### src/design/tawas_pkg.sv
// Shared constants, widths and the controller-to-datapath command bundle
// for the three-axis window average smoother. No dependencies.
package tawas_pkg;

    localparam int WINDOW   = 8;
    localparam int AXES     = 3;
    localparam int SAMPLE_W = 16;
    localparam int FILT_W   = 24;
    localparam int FRAC_W   = 8;
    localparam int CNT_W    = $clog2(WINDOW + 1);
    localparam int SLOT_W   = (WINDOW > 1) ? $clog2(WINDOW) : 1;
    localparam int SUM_W    = SAMPLE_W + CNT_W;
    localparam int DVD_W    = SUM_W + FRAC_W;
    localparam int BIT_W    = $clog2(DVD_W);
    localparam int AXIS_W   = 2;
    localparam int WORD_W   = AXES * SAMPLE_W;

    typedef struct packed {
        logic              load;
        logic              update;
        logic              div_init;
        logic              div_step;
        logic              div_finish;
        logic              publish;
        logic [AXIS_W-1:0] axis;
    } t_cmd;

endpackage

### src/design/tawas_ctrl.sv
// Sequencer for the smoother: input/output handshakes and division steps.
// Depends on tawas_pkg; drives the datapath through t_cmd.
module tawas_ctrl import tawas_pkg::*; (
    input  logic i_clk,
    input  logic i_rst_n,
    input  logic i_valid,
    output logic o_stall,
    output logic o_valid,
    input  logic i_stall,
    output t_cmd o_cmd
);

    typedef enum logic [2:0] {
        S_IDLE,
        S_UPDATE,
        S_DIV_INIT,
        S_DIV_RUN,
        S_FINISH,
        S_PUBLISH
    } t_state;

    t_state            r_state, n_state;
    logic [AXIS_W-1:0] r_axis, n_axis;
    logic [BIT_W-1:0]  r_bit, n_bit;
    logic              r_in_stall, n_in_stall;
    logic              r_out_valid, n_out_valid;
    logic              w_in_xfer;
    logic              w_out_free;

    assign w_in_xfer  = i_valid && !r_in_stall && (r_state == S_IDLE);
    assign w_out_free = !r_out_valid || !i_stall;

    always_comb begin
        n_state     = r_state;
        n_axis      = r_axis;
        n_bit       = r_bit;
        n_in_stall  = r_in_stall;
        n_out_valid = r_out_valid;
        o_cmd       = '0;
        o_cmd.axis  = r_axis;
        if (r_out_valid && !i_stall) begin
            n_out_valid = 1'b0;
        end
        case (r_state)
            S_IDLE: begin
                if (w_in_xfer) begin
                    o_cmd.load = 1'b1;
                    n_in_stall = 1'b1;
                    n_state    = S_UPDATE;
                end
            end
            S_UPDATE: begin
                o_cmd.update = 1'b1;
                n_axis       = '0;
                n_state      = S_DIV_INIT;
            end
            S_DIV_INIT: begin
                o_cmd.div_init = 1'b1;
                n_bit          = BIT_W'(DVD_W - 1);
                n_state        = S_DIV_RUN;
            end
            S_DIV_RUN: begin
                o_cmd.div_step = 1'b1;
                if (r_bit == '0) begin
                    n_state = S_FINISH;
                end else begin
                    n_bit = r_bit - 1'b1;
                end
            end
            S_FINISH: begin
                o_cmd.div_finish = 1'b1;
                if (r_axis == AXIS_W'(AXES - 1)) begin
                    n_state = S_PUBLISH;
                end else begin
                    n_axis  = r_axis + 1'b1;
                    n_state = S_DIV_INIT;
                end
            end
            S_PUBLISH: begin
                if (w_out_free) begin
                    o_cmd.publish = 1'b1;
                    n_out_valid   = 1'b1;
                    n_in_stall    = 1'b0;
                    n_state       = S_IDLE;
                end
            end
            default: begin
                n_state = S_IDLE;
            end
        endcase
    end

    always_ff @(posedge i_clk) begin
        if (!i_rst_n) begin
            r_state     <= S_IDLE;
            r_axis      <= '0;
            r_bit       <= '0;
            r_in_stall  <= 1'b0;
            r_out_valid <= 1'b0;
        end else begin
            r_state     <= n_state;
            r_axis      <= n_axis;
            r_bit       <= n_bit;
            r_in_stall  <= n_in_stall;
            r_out_valid <= n_out_valid;
        end
    end

    assign o_stall = r_in_stall;
    assign o_valid = r_out_valid;

endmodule

### src/design/tawas_dp.sv
// Datapath: sample window memory, running sums, shared restoring divider,
// smoothing registers and output register. Depends on tawas_pkg.
module tawas_dp import tawas_pkg::*; (
    input  logic                       i_clk,
    input  logic                       i_rst_n,
    input  t_cmd                       i_cmd,
    input  logic signed [SAMPLE_W-1:0] i_x_sample,
    input  logic signed [SAMPLE_W-1:0] i_y_sample,
    input  logic signed [SAMPLE_W-1:0] i_z_sample,
    output logic signed [FILT_W-1:0]   o_x_filtered,
    output logic signed [FILT_W-1:0]   o_y_filtered,
    output logic signed [FILT_W-1:0]   o_z_filtered
);

    logic [WORD_W-1:0]         r_mem [WINDOW];
    logic [WORD_W-1:0]         r_rd;
    logic [WORD_W-1:0]         r_new;
    logic [SLOT_W-1:0]         r_slot, n_slot;
    logic                      r_full, n_full;
    logic [CNT_W-1:0]          r_count, n_count;
    logic signed [SUM_W-1:0]   r_sum [AXES];
    logic signed [SUM_W-1:0]   n_sum [AXES];
    logic signed [FILT_W-1:0]  r_smooth [AXES];
    logic                      r_started;
    logic [DVD_W-1:0]          r_dvd, n_dvd;
    logic [CNT_W-1:0]          r_rem, n_rem;
    logic                      r_neg;
    logic signed [SUM_W-1:0]   w_sum_sel;
    logic [SUM_W-1:0]          w_mag;
    logic [CNT_W:0]            w_rem_sh;
    logic [CNT_W:0]            w_rem_sub;
    logic                      w_ge;
    logic [DVD_W-1:0]          w_q_full;
    logic signed [FILT_W-1:0]  w_q;
    logic signed [FILT_W-1:0]  w_s_sel;
    logic signed [FILT_W:0]    w_s_add;
    logic signed [FILT_W-1:0]  n_smooth;

    always_comb begin
        for (int a = 0; a < AXES; a++) begin
            n_sum[a] = r_sum[a]
                + SUM_W'($signed(r_new[a*SAMPLE_W +: SAMPLE_W]))
                - (r_full ? SUM_W'($signed(r_rd[a*SAMPLE_W +: SAMPLE_W])) : '0);
        end
        if (r_slot == SLOT_W'(WINDOW - 1)) begin
            n_slot = '0;
            n_full = 1'b1;
        end else begin
            n_slot = r_slot + 1'b1;
            n_full = r_full;
        end
        n_count = n_full ? CNT_W'(WINDOW) : CNT_W'(n_slot);
    end

    // divider: magnitude of sum << FRAC_W over the held-sample count
    assign w_sum_sel = r_sum[i_cmd.axis];
    assign w_mag     = w_sum_sel[SUM_W-1] ? SUM_W'(-w_sum_sel) : SUM_W'(w_sum_sel);
    assign w_rem_sh  = {r_rem, r_dvd[DVD_W-1]};
    assign w_rem_sub = w_rem_sh - {1'b0, r_count};
    assign w_ge      = (w_rem_sh >= {1'b0, r_count});
    assign n_rem     = w_ge ? w_rem_sub[CNT_W-1:0] : w_rem_sh[CNT_W-1:0];
    assign n_dvd     = {r_dvd[DVD_W-2:0], w_ge};

    // truncation toward zero: divide magnitudes, then restore the sign
    assign w_q_full  = r_neg ? (~r_dvd + 1'b1) : r_dvd;
    assign w_q       = $signed(w_q_full[FILT_W-1:0]);
    assign w_s_sel   = r_smooth[i_cmd.axis];
    assign w_s_add   = {w_q[FILT_W-1], w_q} + {w_s_sel[FILT_W-1], w_s_sel};
    assign n_smooth  = r_started ? $signed(w_s_add[FILT_W:1]) : w_q;

    always_ff @(posedge i_clk) begin
        if (i_cmd.load) begin
            r_rd  <= r_mem[r_slot];
            r_new <= {i_z_sample, i_y_sample, i_x_sample};
        end
        if (i_cmd.update) begin
            r_mem[r_slot] <= r_new;
        end
    end

    always_ff @(posedge i_clk) begin
        if (i_cmd.div_init) begin
            r_dvd <= {w_mag, FRAC_W'(0)};
            r_rem <= '0;
            r_neg <= w_sum_sel[SUM_W-1];
        end else if (i_cmd.div_step) begin
            r_dvd <= n_dvd;
            r_rem <= n_rem;
        end
        if (i_cmd.publish) begin
            o_x_filtered <= r_smooth[0];
            o_y_filtered <= r_smooth[1];
            o_z_filtered <= r_smooth[2];
        end
    end

    always_ff @(posedge i_clk) begin
        if (!i_rst_n) begin
            r_slot    <= '0;
            r_full    <= 1'b0;
            r_count   <= CNT_W'(1);
            r_started <= 1'b0;
            for (int a = 0; a < AXES; a++) begin
                r_sum[a]    <= '0;
                r_smooth[a] <= '0;
            end
        end else begin
            if (i_cmd.update) begin
                r_slot  <= n_slot;
                r_full  <= n_full;
                r_count <= n_count;
                for (int a = 0; a < AXES; a++) begin
                    r_sum[a] <= n_sum[a];
                end
            end
            if (i_cmd.div_finish) begin
                r_smooth[i_cmd.axis] <= n_smooth;
            end
            if (i_cmd.publish) begin
                r_started <= 1'b1;
            end
        end
    end

endmodule

### src/design/three_axis_window_average_smoother.sv
// Three-axis window average smoother, top level.
// Depends on tawas_pkg, tawas_ctrl and tawas_dp.
//
// Input channel: i_valid / o_stall carry one X/Y/Z sample triple per
// transfer. Output channel: o_valid / i_stall carry the three smoothed
// averages (signed, 8 fractional bits) per transfer; one result per input.
// Each axis keeps the last WINDOW samples and a running sum; the average
// divides that sum (scaled by 256) by the number of samples held, using one
// restoring divider shared by the three axes, one quotient bit per cycle.
// o_stall rises with the input transfer and stays high until the result is
// handed off to the output register, dropping as o_valid rises, so a new
// sample triple is taken only after the last one has been handed off: the
// divider loop sets the sustained rate.
// The result sits in an output register: while the receiver stalls, the
// next sample is still taken and processed, and only its hand-off to the
// output register waits for the earlier result to leave.
// Synchronous active-low reset empties the window, clears the sums and the
// smoothing history, and drops o_valid; the first result after reset is
// seeded directly from its average.
module three_axis_window_average_smoother import tawas_pkg::*; (
    input  logic                       i_clk,
    input  logic                       i_rst_n,
    input  logic                       i_valid,
    output logic                       o_stall,
    input  logic signed [SAMPLE_W-1:0] i_x_sample,
    input  logic signed [SAMPLE_W-1:0] i_y_sample,
    input  logic signed [SAMPLE_W-1:0] i_z_sample,
    output logic                       o_valid,
    input  logic                       i_stall,
    output logic signed [FILT_W-1:0]   o_x_filtered,
    output logic signed [FILT_W-1:0]   o_y_filtered,
    output logic signed [FILT_W-1:0]   o_z_filtered
);

    t_cmd w_cmd;

    tawas_ctrl u_ctrl (
        .i_clk   (i_clk),
        .i_rst_n (i_rst_n),
        .i_valid (i_valid),
        .o_stall (o_stall),
        .o_valid (o_valid),
        .i_stall (i_stall),
        .o_cmd   (w_cmd)
    );

    tawas_dp u_dp (
        .i_clk        (i_clk),
        .i_rst_n      (i_rst_n),
        .i_cmd        (w_cmd),
        .i_x_sample   (i_x_sample),
        .i_y_sample   (i_y_sample),
        .i_z_sample   (i_z_sample),
        .o_x_filtered (o_x_filtered),
        .o_y_filtered (o_y_filtered),
        .o_z_filtered (o_z_filtered)
    );

    a_in_xfer_blocks: assert property (@(posedge i_clk) disable iff (!i_rst_n)
        (i_valid && !o_stall) |=> o_stall)
        else $error("input taken without raising stall");

    a_publish_free: assert property (@(posedge i_clk) disable iff (!i_rst_n)
        w_cmd.publish |-> (!o_valid || !i_stall))
        else $error("result overwrote a pending output");

    a_valid_from_publish: assert property (@(posedge i_clk) disable iff (!i_rst_n)
        $rose(o_valid) |-> $past(w_cmd.publish))
        else $error("output valid without a published result");

    a_div_busy: assert property (@(posedge i_clk) disable iff (!i_rst_n)
        w_cmd.div_step |-> o_stall)
        else $error("divider running while input open");

endmodule

### config.mk
export PLATFORM = sky130hd
export DESIGN_NAME = three_axis_window_average_smoother
export DESIGN_NICKNAME = d
export VERILOG_FILES = /design/src/design/tawas_pkg.sv /design/src/design/tawas_ctrl.sv /design/src/design/tawas_dp.sv /design/src/design/three_axis_window_average_smoother.sv
export SDC_FILE = /design/constraint.sdc
export NUM_CORES = 1
export LEC_CHECK = 0
export BUFFER_PORTS_ARGS = -buffer_cell sky130_fd_sc_hd__buf_2
export CORE_MARGIN = 2
export CORE_UTILIZATION = 65
export CTS_CLUSTER_DIAMETER = 80
export DETAILED_ROUTE_END_ITERATION = 6
export PLACE_DENSITY = 0.83
export SYNTH_ARGS = -nofsm -noshare
export SYNTH_HDL_FRONTEND = slang
export SYNTH_HIERARCHICAL = 1
export SYNTH_SLANG_ARGS = --single-unit
### constraint.sdc
create_clock -name i_clk -period 8.67 [get_ports i_clk]
set_clock_uncertainty 0.2 [all_clocks]
set_input_delay 0.4335 -clock i_clk [delete_from_list [all_inputs] [get_ports i_clk]]
set_output_delay 0.4335 -clock i_clk [all_outputs]
set_load 0.02 [all_outputs]
==> results of run 1 <==
-- registers in the layout, summed over array words and instances, names as in the netlist --
name               cells
u_dp/r_full            1
u_ctrl/r_state         3
u_dp/r_mem           384
u_dp/o_x_filtered     24
u_ctrl/o_stall         1
u_dp/o_z_filtered     24
u_ctrl/o_valid         1
u_dp/r_sum            60
u_dp/r_neg             1
u_ctrl/r_bit           5
u_dp/r_rem             4
u_dp/r_dvd            28
u_dp/r_slot            3
u_dp/r_rd             48
u_ctrl/r_axis          2
u_dp/r_smooth         96
u_dp/r_count           3
u_dp/o_y_filtered     24
u_dp/r_started         1
u_dp/r_new            48
-- logic make-up (layout without fill, tap and decap cells) --
| family | after synthesis | in the layout | synth area share [%] |
|---|---|---|---|
| flip-flops | 761 | 761 | 63.3 |
| AO/OA/AOI/OAI | 312 | 312 | 5.91 |
| adder cells (fa/ha/maj) | 153 | 153 | 6.62 |
| buffers and inverters | 366 | 615 | 3.92 |
| XOR/XNOR | 89 | 89 | 2.23 |
| AND/OR/NAND/NOR | 532 | 532 | 7.51 |
| multiplexers | 216 | 216 | 10.5 |
-- worst min path at each step --
stage	from	endpoint	slack, ns	cells past startpoint
3_3_place_gp	u_dp/r_smooth[0][16]	u_dp/o_x_filtered[16]	0.23	0
4_1_cts	i_rst_n	u_dp/r_count[0]	0.04	2
5_1_grt	i_rst_n	u_dp/r_count[0]	0.09	2
6_report	i_rst_n	u_dp/r_count[0]	0.09	2
2_1_floorplan	u_dp/r_smooth[2][0]	u_dp/o_z_filtered[0]	0.22	0
3_5_place_dp	u_dp/r_smooth[2][12]	u_dp/o_z_filtered[12]	0.23	0
-- cell type report --
| class | count | area [µm²] | area share, % |
|---|---|---|---|
| clock buffers | 93 | 2040 | 5.09 |
| clock inverters | 40 | 526 | 1.31 |
| inverters | 278 | 1040 | 2.60 |
| multi-input cells | 1302 | 11700 | 29.3 |
| flip-flops and latches | 761 | 22500 | 56.2 |
| well taps | 696 | 871 | 2.17 |
| repair buffers | 204 | 1340 | 3.34 |
-- cells in the mapped netlist, types with 12 or more instances --
master / count
edfxtp_1: 729
clkbuf_1: 65
xor2_1: 37
xnor2_1: 51
buf_1: 17
mux2_2: 53
a21o_1: 18
nand3_1: 25
mux2i_1: 42
nor2b_1: 32
dfxtp_1: 32
nand2_1: 85
or3_1: 18
fa_1: 59
nand4_1: 14
a211oi_1: 22
o21a_1: 16
and3_1: 16
a22o_1: 18
ha_1: 94
o31ai_1: 12
a21oi_1: 73
a31oi_1: 14
mux4_2: 120
nand2b_1: 20
and2_1: 56
nor2_1: 183
inv_1: 277
o21ai_0: 72
nor3_1: 40
-- worst reg2reg max path: cells and delay by family, from the launching register on --
kind | cells | cell delay (ns)
AOI/OAI and AO/OA | 6 | 2.26
DFF | 1 | 0.91
buffers and inverters | 1 | 0.59
muxes | 1 | 0.59
and+or+nand+nor | 2 | 0.41
adders and majority gates | 1 | 0.22
xor gates and xnor gates | 1 | 0.18
-- report_power, final --
part / switching, mW / internal, mW
Sequential: 0.533 / 4.95
Clock: 1.35 / 2.03
Combinational: 3.14 / 2.22
-- layout by cell type, fill, tap and decap left out, types with 12 or more instances in the layout --
| cell | synthesis | layout |
|---|---|---|
| o21a_1 | 16 | 16 |
| clkinv_1 | 1 | 14 |
| nor3_1 | 40 | 38 |
| or3_1 | 18 | 18 |
| dfxtp_1 | 32 | 27 |
| mux2i_1 | 42 | 42 |
| xnor2_1 | 51 | 51 |
| buf_2 | 4 | 125 |
| ha_1 | 94 | 94 |
| nand4_1 | 14 | 14 |
| nand2b_1 | 20 | 19 |
| clkbuf_1 | 65 | 13 |
| xor2_1 | 37 | 37 |
| dlygate4sd3_1 | 0 | 49 |
| nor2_1 | 183 | 176 |
| nand2_1 | 85 | 84 |
| inv_1 | 277 | 276 |
| a21o_1 | 18 | 18 |
| a31oi_1 | 14 | 14 |
| edfxtp_1 | 729 | 729 |
| nand3_1 | 25 | 25 |
| a21oi_1 | 73 | 73 |
| buf_4 | 0 | 30 |
| nor2b_1 | 32 | 31 |
| mux2_2 | 53 | 53 |
| clkbuf_16 | 0 | 79 |
| and2_1 | 56 | 56 |
| a22o_1 | 18 | 18 |
| and3_1 | 16 | 16 |
| a211oi_1 | 22 | 22 |
| mux4_2 | 120 | 120 |
| bufinv_16 | 0 | 12 |
| o21ai_0 | 72 | 72 |
| o31ai_1 | 12 | 12 |
| fa_1 | 59 | 59 |
-- through the flow --
step | instance area, µm² | power [mW]
after floorplan | 35600 | 9.44
after global placement | 37000 | 10.5
after detailed placement | 37000 | 10.7
after CTS | 40100 | 14.2
after global routing | 40100 | 15.0
final | 40100 | 14.2
-- routing by layer --
layer	share of wire (%)	vias to the layer above	GRT usage, %
met3	6.3	181	3.96
li1	-	9378	-
met1	38	10500	35.2
met4	3.5	0	11.0
met2	52	871	50.0
met5	0	-	0
==> impl_metrics.toml, run 1 <==
[final_layout]
fillerInstances = 3242
layout.nets = 2828
stdcell_count = 3374
areaGrowthSynthToFinish_pct = 12.7
final_util_pct = 74.2
num_antenna_cells = 0
drive_gt1_share_pct = 17.9

[clock_network]
path_clk_slew_ns = 0.06
clk_latency_ns = 0.61
clock-sinks = 761
postCtsSetupRepairBufs = 0
numCtsBuffers = 76
htreeDepth = 3
clockBufferDepth = 3
cts_tree = "built"
holdBufCountCts = 49
cts-resized-gates = 0
root_buffer = "clkbuf_16"

[detailed_routing]
drc = 0
num_vias = 20900
drtPass1Iterations = 6
ant_nets = 0
avgRoutedWirePerCell_um = 23.1
vias_per_cell = 6.19
routed_wl_um = 77900
initialDrtViolationCount = 2012

[grt]
grt_max_degree = 64
grt_pass1_vias = 21600
antenna_found_initial = 0
track_usage_pct = 28.1
grt_pass1_wl_um = 121000
gr-total-overflow = 0

[floorplan]
std_cell_rows = 85
die_height_um = 238
core_um2 = 54000
initial_utilization_pct = 65.9
ios = 126
dieArea_um2 = 56600
die-width_um = 238

[placed_design]
placedCellCount = 3192
place_congestion = 0.930
dp_hpwl_um = 46600
dp_slack_ns = 3.10
portBuffers = 125

[critical_path]
regToRegStartpoint = "u_ctrl/r_axis[0]"
critPathSlowestCell = "dfxtp_2"
cp_max_fo = 31
cp.required_ns = 8.78
r2r_setup_slack_ns = 3.01
endpoint = "u_dp/r_smooth[0][15]"
cpLargestDelayFamily = "compound AO/OA/AOI/OAI gates"
start_kind = "flip-flop"
rr_worst_depth = 12
crit_chain = "buf_4 -> mux4_2 -> ha_1 -> or2_2 -> o221a_2 -> o311ai_0 -> a31oi_1 -> a21boi_0 -> o221ai_1 -> xor2_1 -> o21ai_0 -> nor2_1"
r2r_end = "u_dp/r_smooth[0][15]"
crit_start = "u_ctrl/r_axis[0]"
crit_path_end_kind = "flip-flop"
cpPeakStageDelay_ns = 0.91
cp_data_arrival_time_ns = 5.77
cp.buffers_inverters = 1
crit_type = "reg -> reg"
worst-path-stages = 12

[run]
max-cap-violations = 0

[pwr]
ir_worst_vdd_mv = 0.229
power.leakage_nw = 14.7
power_density_nw_per_um2 = 355

[synth]
async_flop_share_pct = 0
synth_edf_count = 729
synth_warnings = 6
yosysTopAreaCell = "edfxtp_1"
syn-cell-area_um2 = 35600
synth_cells = 2429
synth_area_per_cell_um2 = 14.7
synth.distinct_cells = 87
ys.flop_type = "edfxtp_1"
syn-num-nets = 2634
synthTopCellsByArea = "edfxtp_1, mux4_2, fa_1, ha_1, inv_1"
ys_seq_elements = 761
ys_seq_area_share_pct = 63.3
synth_top_area_share_pct = 61.5

[sta]
hold_slack_ns = 0.0904
maxSlewHeadroom_pct = 22.3
finalSetupViolations = 0
rsz0062_at_grt = "no"
fin_ws_ns = 3.01
slew_violations = 0
finalCritPeriodShare_pct = 65.3
fmax_ghz = 0.177
period_minus_slack_ns = 5.66
setup_tns_ns = 0
final_hold_viol_count = 0
tightest_slew_ns = 1.17

[outcome]
status = "complete, no violations"

[min_path]
min_path_type = "in -> reg"
(Power assumes the default switching activity.)
==> inputs of run 2 (changes only) <==
- CORE_UTILIZATION: 65 -> 62
- PLACE_DENSITY: 0.83 -> 0.8
- clock period: 8.67 -> 5.4 ns (I/O delays scaled with it)
==> run 2 against run 1 <==
- sequential share of layout area is 0.32 points lower
- via count is 1.6% lower
- register-to-register slack worse by 2.5 ns
- first-iteration DRC count decreased by 3.1%
- critical path type unchanged
- largest cell class unchanged
==> impl_metrics.toml, run 2 (synthesis gave the netlist of run 1 again) <==
[outcome]
status = "complete, no violations"

[critical_path]
crit_type = "reg -> reg"
regToRegStartpoint = "u_ctrl/r_axis[0]"
cp.required_ns = 5.53
r2r_setup_slack_ns = 0.48
cp_max_fo = 19
cp_data_arrival_time_ns = 5.05
rr_worst_depth = 11
crit_path_end_kind = "flip-flop"
start_kind = "flip-flop"
r2r_end = "u_dp/r_smooth[0][15]"

[floorplan]
initial_utilization_pct = 62.9
ios = 126
dieArea_um2 = 59300
std_cell_rows = 87
core_um2 = 56600
die_height_um = 244
die-width_um = 244

[sta]
finalCritPeriodShare_pct = 91.2
tightest_slew_ns = 1.26
fin_ws_ns = 0.477
period_minus_slack_ns = 4.92
fmax_ghz = 0.203
maxSlewHeadroom_pct = 15.8
finalSetupViolations = 0
rsz0062_at_grt = "no"
setup_tns_ns = 0
final_hold_viol_count = 0
slew_violations = 0

[clock_network]
cts_tree = "built"
numCtsBuffers = 78
root_buffer = "clkbuf_16"
path_clk_slew_ns = 0.06
clockBufferDepth = 3
cts-resized-gates = 0
htreeDepth = 3
clk_latency_ns = 0.62
clock-sinks = 761
holdBufCountCts = 51
postCtsSetupRepairBufs = 0

[min_path]
min_delay_path_depth = 2
hp-start = "i_x_sample[10]"
min_path_type = "in -> reg"
hold_path_end = "u_dp/r_new[10]"

[placed_design]
portBuffers = 125
place_congestion = 0.923
dp_hpwl_um = 47400
dp_slack_ns = 0.538

[detailed_routing]
num_vias = 20600
vias_per_cell = 5.97
drtPass1Iterations = 6
routed_wl_um = 75800
avgRoutedWirePerCell_um = 22.0
initialDrtViolationCount = 1949
ant_nets = 0
drc = 0

[pwr]
ir_worst_vdd_mv = 0.364
fin_total_pwr_mw = 22.7
power_density_nw_per_um2 = 564
power.leakage_nw = 14.7

[grt]
gr-total-overflow = 0
grt_max_degree = 98
grt_pass1_vias = 21300
antenna_found_initial = 0
track_usage_pct = 26.2
grt_pass1_wl_um = 119000

[final_layout]
final_common_cell = "edfxtp_1"
drive_gt1_share_pct = 18.3
biggestRegsByFlops = "u_dp/r_mem x384, u_dp/r_smooth x96, u_dp/r_sum x60"
areaGrowthSynthToFinish_pct = 13.3
final_cell_mix = "edfxtp_1, inv_1, nor2_1, buf_2, mux4_2"
layout.nets = 2837
regMostFlops = "u_dp/r_mem"
num_antenna_cells = 0
largest_reg_flops = 384

[run]
max-cap-violations = 0
[run 2: changes by cell type in the layout (fill, tap and decap cells not counted), moves of 3 or more]
cell	delta
buf_12	+8
bufinv_16	-3
buf_4	-3
clkinvlp_4	+7
inv_6	+3
[run 2: cell type report]
type | count | area (µm²)
clock buffer | 90 | 2020
clock inverter | 50 | 534
fill | 3648 | 16300
inverter | 278 | 1040
multi-input combinational | 1302 | 11700
sequential | 761 | 22500
tap | 756 | 946
timing repair buffer | 211 | 1500
[run 2: through the flow]
step | hold WS [ns] | instances | area, µm² | utilization, %
after detailed placement | 0.230 | 3257 | 37300 | 65.8
after CTS | 0.119 | 3448 | 40300 | 71.2
after floorplan | 0.169 | 2429 | 35600 | -
after global routing | 0.144 | 3448 | 40300 | 71.2
after global placement | 0.229 | 3257 | 37300 | 65.8
final | 0.163 | 3448 | 40300 | 71.2
[run 2: worst max path at each step]
stage                     slack [ns]                    to         startpoint  cells after the start
final                           0.48  u_dp/r_smooth[0][15]   u_ctrl/r_axis[0]                     11
after global routing            0.27  u_dp/r_smooth[1][15]   u_ctrl/r_axis[0]                     11
after CTS                       0.52  u_dp/r_smooth[0][15]   u_ctrl/r_axis[0]                     11
after detailed placement        0.54  u_dp/r_smooth[0][15]   u_ctrl/r_axis[0]                     11
after global placement          0.60  u_dp/r_smooth[0][15]   u_ctrl/r_axis[0]                     11
after floorplan                0.001      u_dp/r_mem[0][0]  u_ctrl/r_state[0]                      6
[run 2: report_power, final]
part	leakage, nW	switching, mW	internal, mW
Sequential	7.08	0.797	7.95
Combinational	6.41	5.05	3.59
Clock	1.22	2.22	3.13
[run 2: routing by layer]
layer,up-vias,GRT usage [%],wire [µm]
met2,756,46.2,39300
met5,-,0,0
met1,10300,33.9,29900
met3,144,3.60,4430
met4,0,8.20,2100
li1,9390,-,-
[run 2: worst max-delay path, stage by stage (launching register included)]
cell and delay (ns):
dfxtp_2 0.68, mux4_2 0.61, ha_1 0.25, or2_2 0.34, o221a_2 0.29, o311ai_0 0.47
a31oi_1 0.25, a21boi_0 0.62, o221ai_1 0.28, xor2_1 0.18, o21ai_0 0.37, nor2_1 0.09
